===== src/rtl/core/sne_pkg.sv =====
// Shared constants, types and the Laplacian kernel function of the stereo noise estimator.
package sne_pkg;

    // Field and register widths
    localparam int PIX_W        = 8;
    localparam int CFG_IDX_W    = 4;
    localparam int CFG_DATA_W   = 11;
    localparam int SIGMA_W      = 18;
    localparam int SUM_W        = 32;
    localparam int ABS_W        = 11;
    localparam int LINE_W       = 4 * PIX_W;

    // Register indexes
    localparam logic [CFG_IDX_W-1:0] REG_WIDTH  = CFG_IDX_W'(0);
    localparam logic [CFG_IDX_W-1:0] REG_HEIGHT = CFG_IDX_W'(1);

    // Reset sizes and default maxima
    localparam int WIDTH_RESET    = 640;
    localparam int HEIGHT_RESET   = 480;
    localparam int MIN_SIZE       = 3;
    localparam int MAX_WIDTH_DEF  = 1024;
    localparam int MAX_HEIGHT_DEF = 1024;

    // Shared multiplier and scaling
    localparam int MUL_W      = 32;
    localparam int PROD_W     = 2 * MUL_W;
    localparam int PROD_SHIFT = 22;
    // sqrt(pi/2) in Q30 is below 2^31, so the product stays below 2^63
    localparam int DIVIDEND_W = PROD_W - 1 - PROD_SHIFT;
    localparam logic [MUL_W-1:0] SQRT_HALF_PI_Q30 = 32'd1345735807;
    localparam logic [MUL_W-1:0] AREA_SCALE       = 32'd6;

    // Divider status handed back to the sequencer
    typedef struct packed {
        logic               done;
        logic [SIGMA_W-1:0] sigma;
    } t_div_result;

    // Absolute response of [1,-2,1;-2,4,-2;1,-2,1]; columns c-2, c-1 and current
    function automatic logic [ABS_W-1:0] abs_laplace(
        input logic [PIX_W-1:0] c0_top,
        input logic [PIX_W-1:0] c0_mid,
        input logic [PIX_W-1:0] c0_bot,
        input logic [PIX_W-1:0] c1_top,
        input logic [PIX_W-1:0] c1_mid,
        input logic [PIX_W-1:0] c1_bot,
        input logic [PIX_W-1:0] top,
        input logic [PIX_W-1:0] mid,
        input logic [PIX_W-1:0] bot
    );
        logic [ABS_W-1:0] pos;
        logic [ABS_W-1:0] neg;
        pos = ABS_W'(c0_top) + ABS_W'(c0_bot) + ABS_W'(top) + ABS_W'(bot)
            + ABS_W'({c1_mid, 2'b00});
        neg = ABS_W'({c0_mid, 1'b0}) + ABS_W'({c1_top, 1'b0})
            + ABS_W'({c1_bot, 1'b0}) + ABS_W'({mid, 1'b0});
        return (pos >= neg) ? (pos - neg) : (neg - pos);
    endfunction

endpackage


===== src/rtl/core/sne_mul.sv =====
// Shared 32x32 multiplier with a registered product.
module sne_mul (
    input  logic                       i_clk,
    input  logic                       i_en,
    input  logic [sne_pkg::MUL_W-1:0]  i_a,
    input  logic [sne_pkg::MUL_W-1:0]  i_b,
    output logic [sne_pkg::PROD_W-1:0] o_prod
);

    logic [sne_pkg::PROD_W-1:0] r_prod;

    // Hold the product until the next operand pair
    always_ff @(posedge i_clk) begin
        if (i_en) begin
            r_prod <= sne_pkg::PROD_W'(i_a) * sne_pkg::PROD_W'(i_b);
        end
    end

    assign o_prod = r_prod;

endmodule


===== config.mk =====
export PLATFORM = sky130hd
export DESIGN_NAME = sne_mul
export DESIGN_NICKNAME = d
export VERILOG_FILES = /design/src/rtl/core/sne_pkg.sv /design/src/rtl/core/sne_mul.sv
export SDC_FILE = /design/constraint.sdc
export NUM_CORES = 2
export LEC_CHECK = 0
export ABC_AREA = 1
export BUFFER_PORTS_ARGS = -buffer_cell sky130_fd_sc_hd__buf_2
export CAP_MARGIN = 40
export CORE_UTILIZATION = 56
export CTS_BUF_LIST = sky130_fd_sc_hd__clkbuf_16
export DETAILED_ROUTE_END_ITERATION = 6
export PLACE_DENSITY = 0.73
export SLEW_MARGIN = 10
export SYNTH_ARGS = -nofsm -noshare
export SYNTH_HDL_FRONTEND = slang
export SYNTH_SLANG_ARGS = --single-unit

===== constraint.sdc =====
create_clock -name i_clk -period 17.3 [get_ports i_clk]
set_input_delay 2.595 -clock i_clk [delete_from_list [all_inputs] [get_ports i_clk]]
set_output_delay 2.595 -clock i_clk [all_outputs]
set_load 0.02 [all_outputs]

==> results by group <==
Timing
  • Slew @ Worst Pin: between 0.8 and 0.9 ns
  • Final Hold Viols: 0
  • Setup TNS: 0 ns
  • FMAX: 0.107 GHz
  • Max-slew headroom: between 40% and 50%
  • Fin. max-slew vios: 0
  • RSZ-0062 raised after global routing: false
  • Fin crit share: a little over half
  • # setup viols final: 0
  • Final min period: approximately 9.3 ns

Clock tree
  • Post-CTS Resized: 0
  • CTS Buffer Depth: 2
  • CTS tree: yes
  • CTS H-tree depth: 3
  • Root buffer cell: clkbuf_16
  • CTS Sinks: 64
  • # hold bufs at CTS: 0
  • Setup Fix Bufs, Post-CTS: 0
  • Clk pin slew, worst setup/hold paths: around 0.07 ns
  • Num CTS Buffers: 9

Logic synthesis
  • Mean Syn Cell Area: ~7.6 um2
  • Distinct cells, synth: 23
  • EDFF count, synth: 64
  • Post-Syn Nets: approximately 6200
  • Largest cells by area after synthesis: fa_1 47%, inv_1 17%, nand2_1 15%
  • Predominant post-synthesis flop cell: edfxtp_1
  • Synthesis Warnings: 0
  • Synthesized area: roughly 38000 um2
  • Post-synth top area share: between 40% and 50%
  • FFs w/ async S/R, synth: 0%
  • Leading area contributor after synthesis: fa_1
  • #FFs+latches synth: between 60 and 70
  • Post-synthesis sequential area ratio: under 10%
  • Syn Inst Count: between 5000 and 6000
  • Top-count cell post-synth: inv_1
  • Post-synth top cells: 1723 x inv_1, 1566 x nand2_1, 896 x fa_1, 263 x ha_1, 192 x clkbuf_1

Worst setup path
  • CP Data Arrival Time: 9.43 ns
  • Critical path buffers and inverters: 7
  • CP Cell Sequence: buf_2, nand2_1, fa_1, inv_1, fa_1, inv_1, fa_1, inv_1, fa_1, fa_1, fa_1, fa_1, fa_1, ha_1, nand2_1, nor2_1, inv_2, nor2_4, inv_2, o21bai_2, inv_1, nand2_1, xor2_1
  • CP Capture Type: register
  • CP delay by family, top: adder cells
  • CP most frequent cell: fa_1
  • CP max FO: 32
  • Worst path required time: about 17 ns
  • Startpoint types: primary input
  • CP max stage cell: buf_2
  • Critical path class: in -> reg
  • Slowest Stage Delay on Critical Path: approximately 0.65 ns

Worst hold path
  • Tightest Hold Check Type: in -> reg

Routing
  • Vias per Instance: between 5 and 6
  • 1st-pass router iterations: 6
  • Routed WL per cell: 16.8 um
  • Final WL: between 90000 and 100000 um
  • Initial drt markers: ~2000
  • Via count: between 20000 and 30000
  • Antenna Violating Nets Remaining: 0
  • Residual DRC: 0

Placement
  • GPL Wtd Cong: 0.974
  • Port buffer count: around 130
  • Placed cell count: between 5000 and 6000
  • Hpwl dp: roughly 82000 um

Floorplan
  • Initial Util: 56.6%
  • Placement row count: between 90 and 100
  • Die X: ~260 um
  • Die height: ~260 um
  • Core Footprint: roughly 67000 um2
  • Die area: 69000 um2
  • I/O Pins: 130

Run status
  • Status: completed

GRT
  • GRT Residual Overflow: 0
  • Vias in the first global route: roughly 32000
  • Global Route Usage Sum: roughly 30%
  • Antenna violations before repair: 2
  • Largest net degree at the start of global routing: 65
  • First-pass GRT wire length: 164000 um

Layout
  • Fraction of layout cells with a size suffix above 1: 4.31%
  • Final Instance Count excl. Fillers: slightly below 6000
  • Final net count: just over 6000
  • Area grow syn2layout: 3.78%
  • Number of flip-flops under the largest register name: between 60 and 70

Flow run
  • Max Cap Viol: 0
==> cell families after synthesis <==
family | synth area share (%)
AO/OA/AOI/OAI | 0.839
XOR/XNOR | 0.806
adder cells (fa/ha/maj) | 55.8
buffers and inverters | 19.0
flip-flops | 5.05
AND/OR/NAND/NOR | 18.5
==> final cells by class <==
type / instances / area (um2)
clock buffer: 9 / 225
antenna: 1 / 2.50
tap: 873 / 1090
timing repair buffer: 136 / 718
clock inverter: 7 / 119
inverter: 1735 / 6510
multi-input combinational: 3032 / 28900
sequential: 64 / 1920
fill: 6209 / 27700
==> worst paths after layout <==
| path | end | slack, ns | from | cells after the start |
|---|---|---|---|---|
| worst max-delay path | o_prod[32] | 7.98 | i_a[7] | 23 |
| worst min-delay path | o_prod[59] | 2.59 | i_en | 2 |
==> metrics by stage <==
| step | worst slack, ns | hold slack, ns | utilization [%] | cell area [um2] |
|---|---|---|---|---|
| after floorplan | 8.75 | 2.71 | - | 38000 |
| after global placement | 7.59 | 3.04 | 58.2 | 39100 |
| after detailed placement | 7.61 | 3.04 | 58.2 | 39100 |
| after CTS | 7.92 | 2.95 | 58.7 | 39400 |
| after global routing | 7.57 | 2.59 | 58.8 | 39500 |
| final | 7.98 | 2.59 | 58.8 | 39500 |
==> routing by layer <==
layer  track usage [%]  part of all wire, %  vias up  routed length [um]
met5                 0                0.013        -                  13
met4              9.22                  3.5        2                3460
met3              2.92                  5.9      207                5790
met2              52.6                   50     1053               49600
met1              39.9                   40    14740               39800
li1                  -                    -    13594                   -
==> cell usage in the layout (no fill, tap or decap) <==
cell           n
buf_2        129
o21bai_2       1
nand2_1     1566
inv_1       1723
nor2_2        14
clkinv_1       1
clkinv_4       1
xnor2_1        2
bufinv_16      3
ha_1         263
nand3_1       56
nor3_4         1
diode_2        1
nand3_2        9
nor2_1        81
fa_1         896
edfxtp_1      64
nor3_1        11
buf_16         1
xor2_1        33
o21ai_0        2
buf_4          6
nor2_4         6
nor3_2         6
inv_6          1
nand4_1       16
inv_2         12
a21oi_1       43
o21bai_1      11
nand2_2       15
clkinvlp_4     1
clkbuf_16      9
Power is not shown: default switching activity piles up to over one toggle a cycle in this logic, so the estimate is an artifact.
