## src/rtl/core/sne_pkg.sv

```systemverilog
// Shared constants, types and the Laplacian kernel function of the stereo noise estimator.
package sne_pkg;

    // Field and register widths
    localparam int PIX_W        = 8;
    localparam int CFG_IDX_W    = 4;
    localparam int CFG_DATA_W   = 11;
    localparam int SIGMA_W      = 18;
    localparam int SUM_W        = 32;
    localparam int ABS_W        = 11;
    localparam int LINE_W       = 4 * PIX_W;

    // Register indexes
    localparam logic [CFG_IDX_W-1:0] REG_WIDTH  = CFG_IDX_W'(0);
    localparam logic [CFG_IDX_W-1:0] REG_HEIGHT = CFG_IDX_W'(1);

    // Reset sizes and default maxima
    localparam int WIDTH_RESET    = 640;
    localparam int HEIGHT_RESET   = 480;
    localparam int MIN_SIZE       = 3;
    localparam int MAX_WIDTH_DEF  = 1024;
    localparam int MAX_HEIGHT_DEF = 1024;

    // Shared multiplier and scaling
    localparam int MUL_W      = 32;
    localparam int PROD_W     = 2 * MUL_W;
    localparam int PROD_SHIFT = 22;
    // sqrt(pi/2) in Q30 is below 2^31, so the product stays below 2^63
    localparam int DIVIDEND_W = PROD_W - 1 - PROD_SHIFT;
    localparam logic [MUL_W-1:0] SQRT_HALF_PI_Q30 = 32'd1345735807;
    localparam logic [MUL_W-1:0] AREA_SCALE       = 32'd6;

    // Divider status handed back to the sequencer
    typedef struct packed {
        logic               done;
        logic [SIGMA_W-1:0] sigma;
    } t_div_result;

    // Absolute response of [1,-2,1;-2,4,-2;1,-2,1]; columns c-2, c-1 and current
    function automatic logic [ABS_W-1:0] abs_laplace(
        input logic [PIX_W-1:0] c0_top,
        input logic [PIX_W-1:0] c0_mid,
        input logic [PIX_W-1:0] c0_bot,
        input logic [PIX_W-1:0] c1_top,
        input logic [PIX_W-1:0] c1_mid,
        input logic [PIX_W-1:0] c1_bot,
        input logic [PIX_W-1:0] top,
        input logic [PIX_W-1:0] mid,
        input logic [PIX_W-1:0] bot
    );
        logic [ABS_W-1:0] pos;
        logic [ABS_W-1:0] neg;
        pos = ABS_W'(c0_top) + ABS_W'(c0_bot) + ABS_W'(top) + ABS_W'(bot)
            + ABS_W'({c1_mid, 2'b00});
        neg = ABS_W'({c0_mid, 1'b0}) + ABS_W'({c1_top, 1'b0})
            + ABS_W'({c1_bot, 1'b0}) + ABS_W'({mid, 1'b0});
        return (pos >= neg) ? (pos - neg) : (neg - pos);
    endfunction

endpackage

```

## src/rtl/core/sne_div.sv

```systemverilog
// Restoring divider, one quotient bit per cycle, with a saturated sigma result.
module sne_div #(
    parameter int DEN_W = 27
) (
    input  logic                           i_clk,
    input  logic                           i_rst_n,
    input  logic                           i_start,
    input  logic [sne_pkg::DIVIDEND_W-1:0] i_dividend,
    input  logic [DEN_W-1:0]               i_divisor,
    output sne_pkg::t_div_result           o_result
);

    localparam int NUM_W = sne_pkg::DIVIDEND_W;
    localparam int CNT_W = $clog2(NUM_W + 1);

    logic             r_busy;
    logic             r_done;
    logic [CNT_W-1:0] r_cnt;
    logic [NUM_W-1:0] r_num;
    logic [NUM_W-1:0] r_quot;
    logic [DEN_W-1:0] r_rem;
    logic [DEN_W-1:0] r_den;

    logic [DEN_W:0]   trial;
    logic [DEN_W:0]   diff;
    logic             fits;
    logic             over;

    // Trial subtraction of one step
    always_comb begin
        trial = {r_rem, r_num[NUM_W-1]};
        diff  = trial - {1'b0, r_den};
        fits  = (trial >= {1'b0, r_den});
    end

    // Step control
    always_ff @(posedge i_clk) begin
        if (!i_rst_n) begin
            r_busy <= 1'b0;
            r_done <= 1'b0;
            r_cnt  <= '0;
        end else begin
            r_done <= 1'b0;
            if (i_start) begin
                r_busy <= 1'b1;
                r_cnt  <= CNT_W'(NUM_W);
            end else if (r_busy) begin
                r_cnt <= r_cnt - CNT_W'(1);
                if (r_cnt == CNT_W'(1)) begin
                    r_busy <= 1'b0;
                    r_done <= 1'b1;
                end
            end
        end
    end

    // Shift dividend bits into the remainder, quotient bits out
    always_ff @(posedge i_clk) begin
        if (i_start) begin
            r_num  <= i_dividend;
            r_den  <= i_divisor;
            r_rem  <= '0;
            r_quot <= '0;
        end else if (r_busy) begin
            r_num  <= {r_num[NUM_W-2:0], 1'b0};
            r_rem  <= fits ? diff[DEN_W-1:0] : trial[DEN_W-1:0];
            r_quot <= {r_quot[NUM_W-2:0], fits};
        end
    end

    // Saturate to the sigma range
    assign over           = |r_quot[NUM_W-1:sne_pkg::SIGMA_W];
    assign o_result.done  = r_done;
    assign o_result.sigma = over ? '1 : r_quot[sne_pkg::SIGMA_W-1:0];

endmodule

```

## config.mk

```make
export PLATFORM = sky130hd
export DESIGN_NAME = sne_div
export DESIGN_NICKNAME = d
export VERILOG_FILES = /design/src/rtl/core/sne_pkg.sv /design/src/rtl/core/sne_div.sv
export SDC_FILE = /design/constraint.sdc
export NUM_CORES = 1
export LEC_CHECK = 0
export CORE_MARGIN = 2
export CORE_UTILIZATION = 58
export DETAILED_ROUTE_END_ITERATION = 6
export DONT_BUFFER_PORTS = 1
export PLACE_DENSITY = 0.76
export SETUP_SLACK_MARGIN = 0.3
export SLEW_MARGIN = 10
export SYNTH_ARGS = -nofsm -noshare
export SYNTH_HDL_FRONTEND = slang
export SYNTH_SLANG_ARGS = --single-unit
export TNS_END_PERCENT = 5
```

## constraint.sdc

```tcl
create_clock -name i_clk -period 2.2 [get_ports i_clk]
set_input_delay 0.11 -clock i_clk [delete_from_list [all_inputs] [get_ports i_clk]]
set_output_delay 0.11 -clock i_clk [all_outputs]
set_load 0.05 [all_outputs]
```

==> metrics.txt <==
Final Hold Viols=0; vias per inst=6.06; syn avg cell area=10.7 um2; GPL Wtd Cong=0.871; clock latency on the worst-skew pair=440 ps; violated checks=setup timing; Synth-to-Final Area Change=47.3%; outcome=finished, violations left; Die X=115 um; sw frac=30.1%; DP Cell Count=879; initial antenna violation count=0; Tot Pwr=7950 uW; final net count=1001; Int Pwr=5550 uW; register area share after synthesis=49.7%; Syn Inst Count=673; HP Class=input port to flip-flop; Worst Tran Pin Value=647 ps; max_slew headroom=56.8%; ANT cells=0; EDFF count, synth=68; unrepaired setup endpoints after global routing=yes; DR vias=6553; deepest level of the CTS H-tree=4; half-perimeter wire length after placement=9530 um; Root Buffer Master=clkbuf_16; Clock transition at path regs=80 ps; Net Count, Synth=774; post-route ant nets=0; CP required=2550 ps; first-pass GRT wire length=32900 um; Worst VDD drop=0.686 mV; share of the synthesized area in the top cell type=28.5%; CP Class=flip-flop to flip-flop; Cell Area, Synth=0.00717 mm2; die footprint=0.0133 mm2; drt total wl=24400 um; Synth Flop Type=dfxtp_1; vias in the first global route=6576; Pre-antenna DRT Iters=6; drc violations=0; flop2flop setup slack=-680 ps; DRT iter0 DRCs=651; synth warn=0; chip height=115 um; Tcrit/Tclk final=131%; critical path arrival=3230 ps; part of the power in registers=39.3%; Initial Util=59.4%; Setup Skew=19.5 ps; Hold WS=62.4 ps; Non-Filler Instances=1081; Routed WL per cell=22.5 um; Port Buffers=0; Max Fanout on Critical Path=7; gr ovfl total=0; final setup vio count=28; Yosys top cell by area=edfxtp_1; fmax=347 MHz; Leak Pwr=0.00451 uW; Synth area leaders=edfxtp_1 28%, dfxtp_1 21%, mux2i_1 7.3%; Clock Power Share=35.5%; pwr dens=752 mW/mm2; post-place setup slack=-400 ps; GRT Total Usage=32.5%; largest net degree at the start of global routing=145; ratio of cells with drive above 1 in the final layout=27.1%; CTS sink cnt=144; Synth async-reset ratio=0%; # rows=40; CP startpoint kind=flip-flop; Critical Path Sink Type=flip-flop; I/O pin cnt=90; Yosys reg bits=144; Core ar.=0.0121 mm2; Max Cap Viol=0; TritonCTS buffer count=17; Logic pwr share=25.1%; NetSw=2390 uW; library cells used by synthesis=52; Max clock buf depth=2; fin crit period=2880 ps; Final Max Tran Viols=0; CTS tree=yes; worst setup margin=-682 ps
==> power by group through the flow <==
stage | registers [uW] | logic (uW) | clock network (uW)
after floorplan | 3120 | 932 | 0
after global placement | 3140 | 1240 | 0
after detailed placement | 3140 | 1280 | 0
after CTS | 3090 | 1610 | 2730
after global routing | 3130 | 2100 | 2940
final | 3120 | 2000 | 2820
==> worst max-delay path, cell delays in order, from the launching register on <==
cell and delay (ps):
edfxtp_1 450, buf_6 150, buf_6 100, fa_2 380, nand2b_4 160, a21oi_2 170
o21a_2 220, o21ai_2 90, nand3_2 120, o21ai_4 80, buf_12 160, buf_8 130
buf_16 130, nor2_4 120, a21oi_2 50, a211oi_2 260
==> cell usage after synthesis (4+ instances only) <==
cell type,instances
a211oi_1,27
a21o_1,10
a21oi_1,41
a31oi_1,7
and3_1,4
clkbuf_1,26
dfxtp_1,76
edfxtp_1,68
ha_1,29
inv_1,37
mux2_2,40
mux2i_1,52
nand2_1,21
nand2b_1,7
nand3_1,5
nand4_1,5
nor2_1,93
nor2b_1,4
nor3_1,4
nor4_1,8
o211ai_1,4
o21a_1,6
o21ai_0,11
o21ai_1,4
or3_1,19
xnor2_1,15
xor2_1,12
==> final cells by class <==
type	instances	area, um2
Clock buffer	19	453
Inverter	37	139
Sequential cell	144	3570
Fill cell	516	1500
Multi-Input combinational cell	457	3720
Clock inverter	13	97.6
Timing Repair Buffer	243	2370
Tap cell	168	210
==> sequential cells by signal (all words and copies together), names as in the netlist <==
register / cells
r_cnt: 6
r_den: 27
r_rem: 27
r_num: 41
r_busy: 1
r_done: 1
r_quot: 41
==> cells in the final DEF (no fill, tap or decap), types with 5 or more instances in the layout <==
| master | n |
|---|---|
| mux2_2 | 40 |
| ha_1 | 24 |
| a211oi_2 | 9 |
| or3_4 | 18 |
| xnor2_1 | 15 |
| nand3_1 | 5 |
| mux2i_1 | 50 |
| o21a_1 | 5 |
| nand2b_1 | 5 |
| clkbuf_16 | 18 |
| edfxtp_1 | 68 |
| nor2_2 | 5 |
| nand2_1 | 20 |
| o21ai_0 | 8 |
| a211oi_1 | 20 |
| inv_1 | 35 |
| buf_4 | 75 |
| dlygate4sd3_1 | 151 |
| ha_4 | 5 |
| a21o_1 | 10 |
| xor2_1 | 12 |
| buf_6 | 7 |
| inv_6 | 5 |
| nor2_1 | 85 |
| dfxtp_1 | 72 |
| o21ai_1 | 5 |
| a21oi_1 | 36 |
| nand4_1 | 5 |
| a21oi_2 | 5 |
==> what timing repair did <==
| item | 4_1_cts | 5_1_grt |
|---|---|---|
| setup endpoints to repair | 46 | 85 |
| resized for setup | 46 | 51 |
| gates cloned | 2 | 1 |
| hold buffers | 151 | 1 |
| hold endpoints to repair | 171 | 59 |
| pin swaps | 41 | 55 |
| buffers inserted | 7 | 8 |
==> cell families (layout without fill, tap and decap cells) <==
family	after synthesis	after routing	share of synthesized area, %
AO/OA/AOI/OAI	125	125	11.5
XOR/XNOR	27	27	3.30
adder cells (fa/ha/maj)	30	30	5.34
buffers and inverters	72	312	4.19
flip-flops	144	144	49.7
multiplexers	92	92	13.5
AND/OR/NAND/NOR	183	183	12.4
==> stage by stage <==
step / utilization, % / setup TNS [ps] / instance area, um2
detailed placement: 64.8 / -5700 / 7820
global placement: 64.8 / -4590 / 7820
global route: 87.6 / -17950 / 10600
finish: 87.6 / -14630 / 10600
CTS: 84.6 / -6800 / 10200
floorplan: - / -1910 / 7190
==> worst paths after layout <==
| path | start | to | cells past startpoint |
|---|---|---|---|
| min | i_start | r_rem[21]$_SDFFE_PP0P_ | 3 |
| min reg2reg | r_rem[15]$_SDFFE_PP0P_ | r_rem[15]$_SDFFE_PP0P_ | 2 |
| max | r_den[1]$_DFFE_PP_ | r_rem[2]$_SDFFE_PP0P_ | 15 |
| max reg2reg | r_den[1]$_DFFE_PP_ | r_rem[2]$_SDFFE_PP0P_ | 15 |
==> per-layer routing <==
metal,part of all wire [%],wire length [um],track usage [%],up-vias
met5,0,0,0,-
met4,8.0,1950,19.9,0
met3,7.4,1810,7.85,165
met2,49,12000,57.3,413
met1,35,8570,35.3,3092
li1,-,-,-,2883
Note: power is estimated with default switching activity, not from simulation.
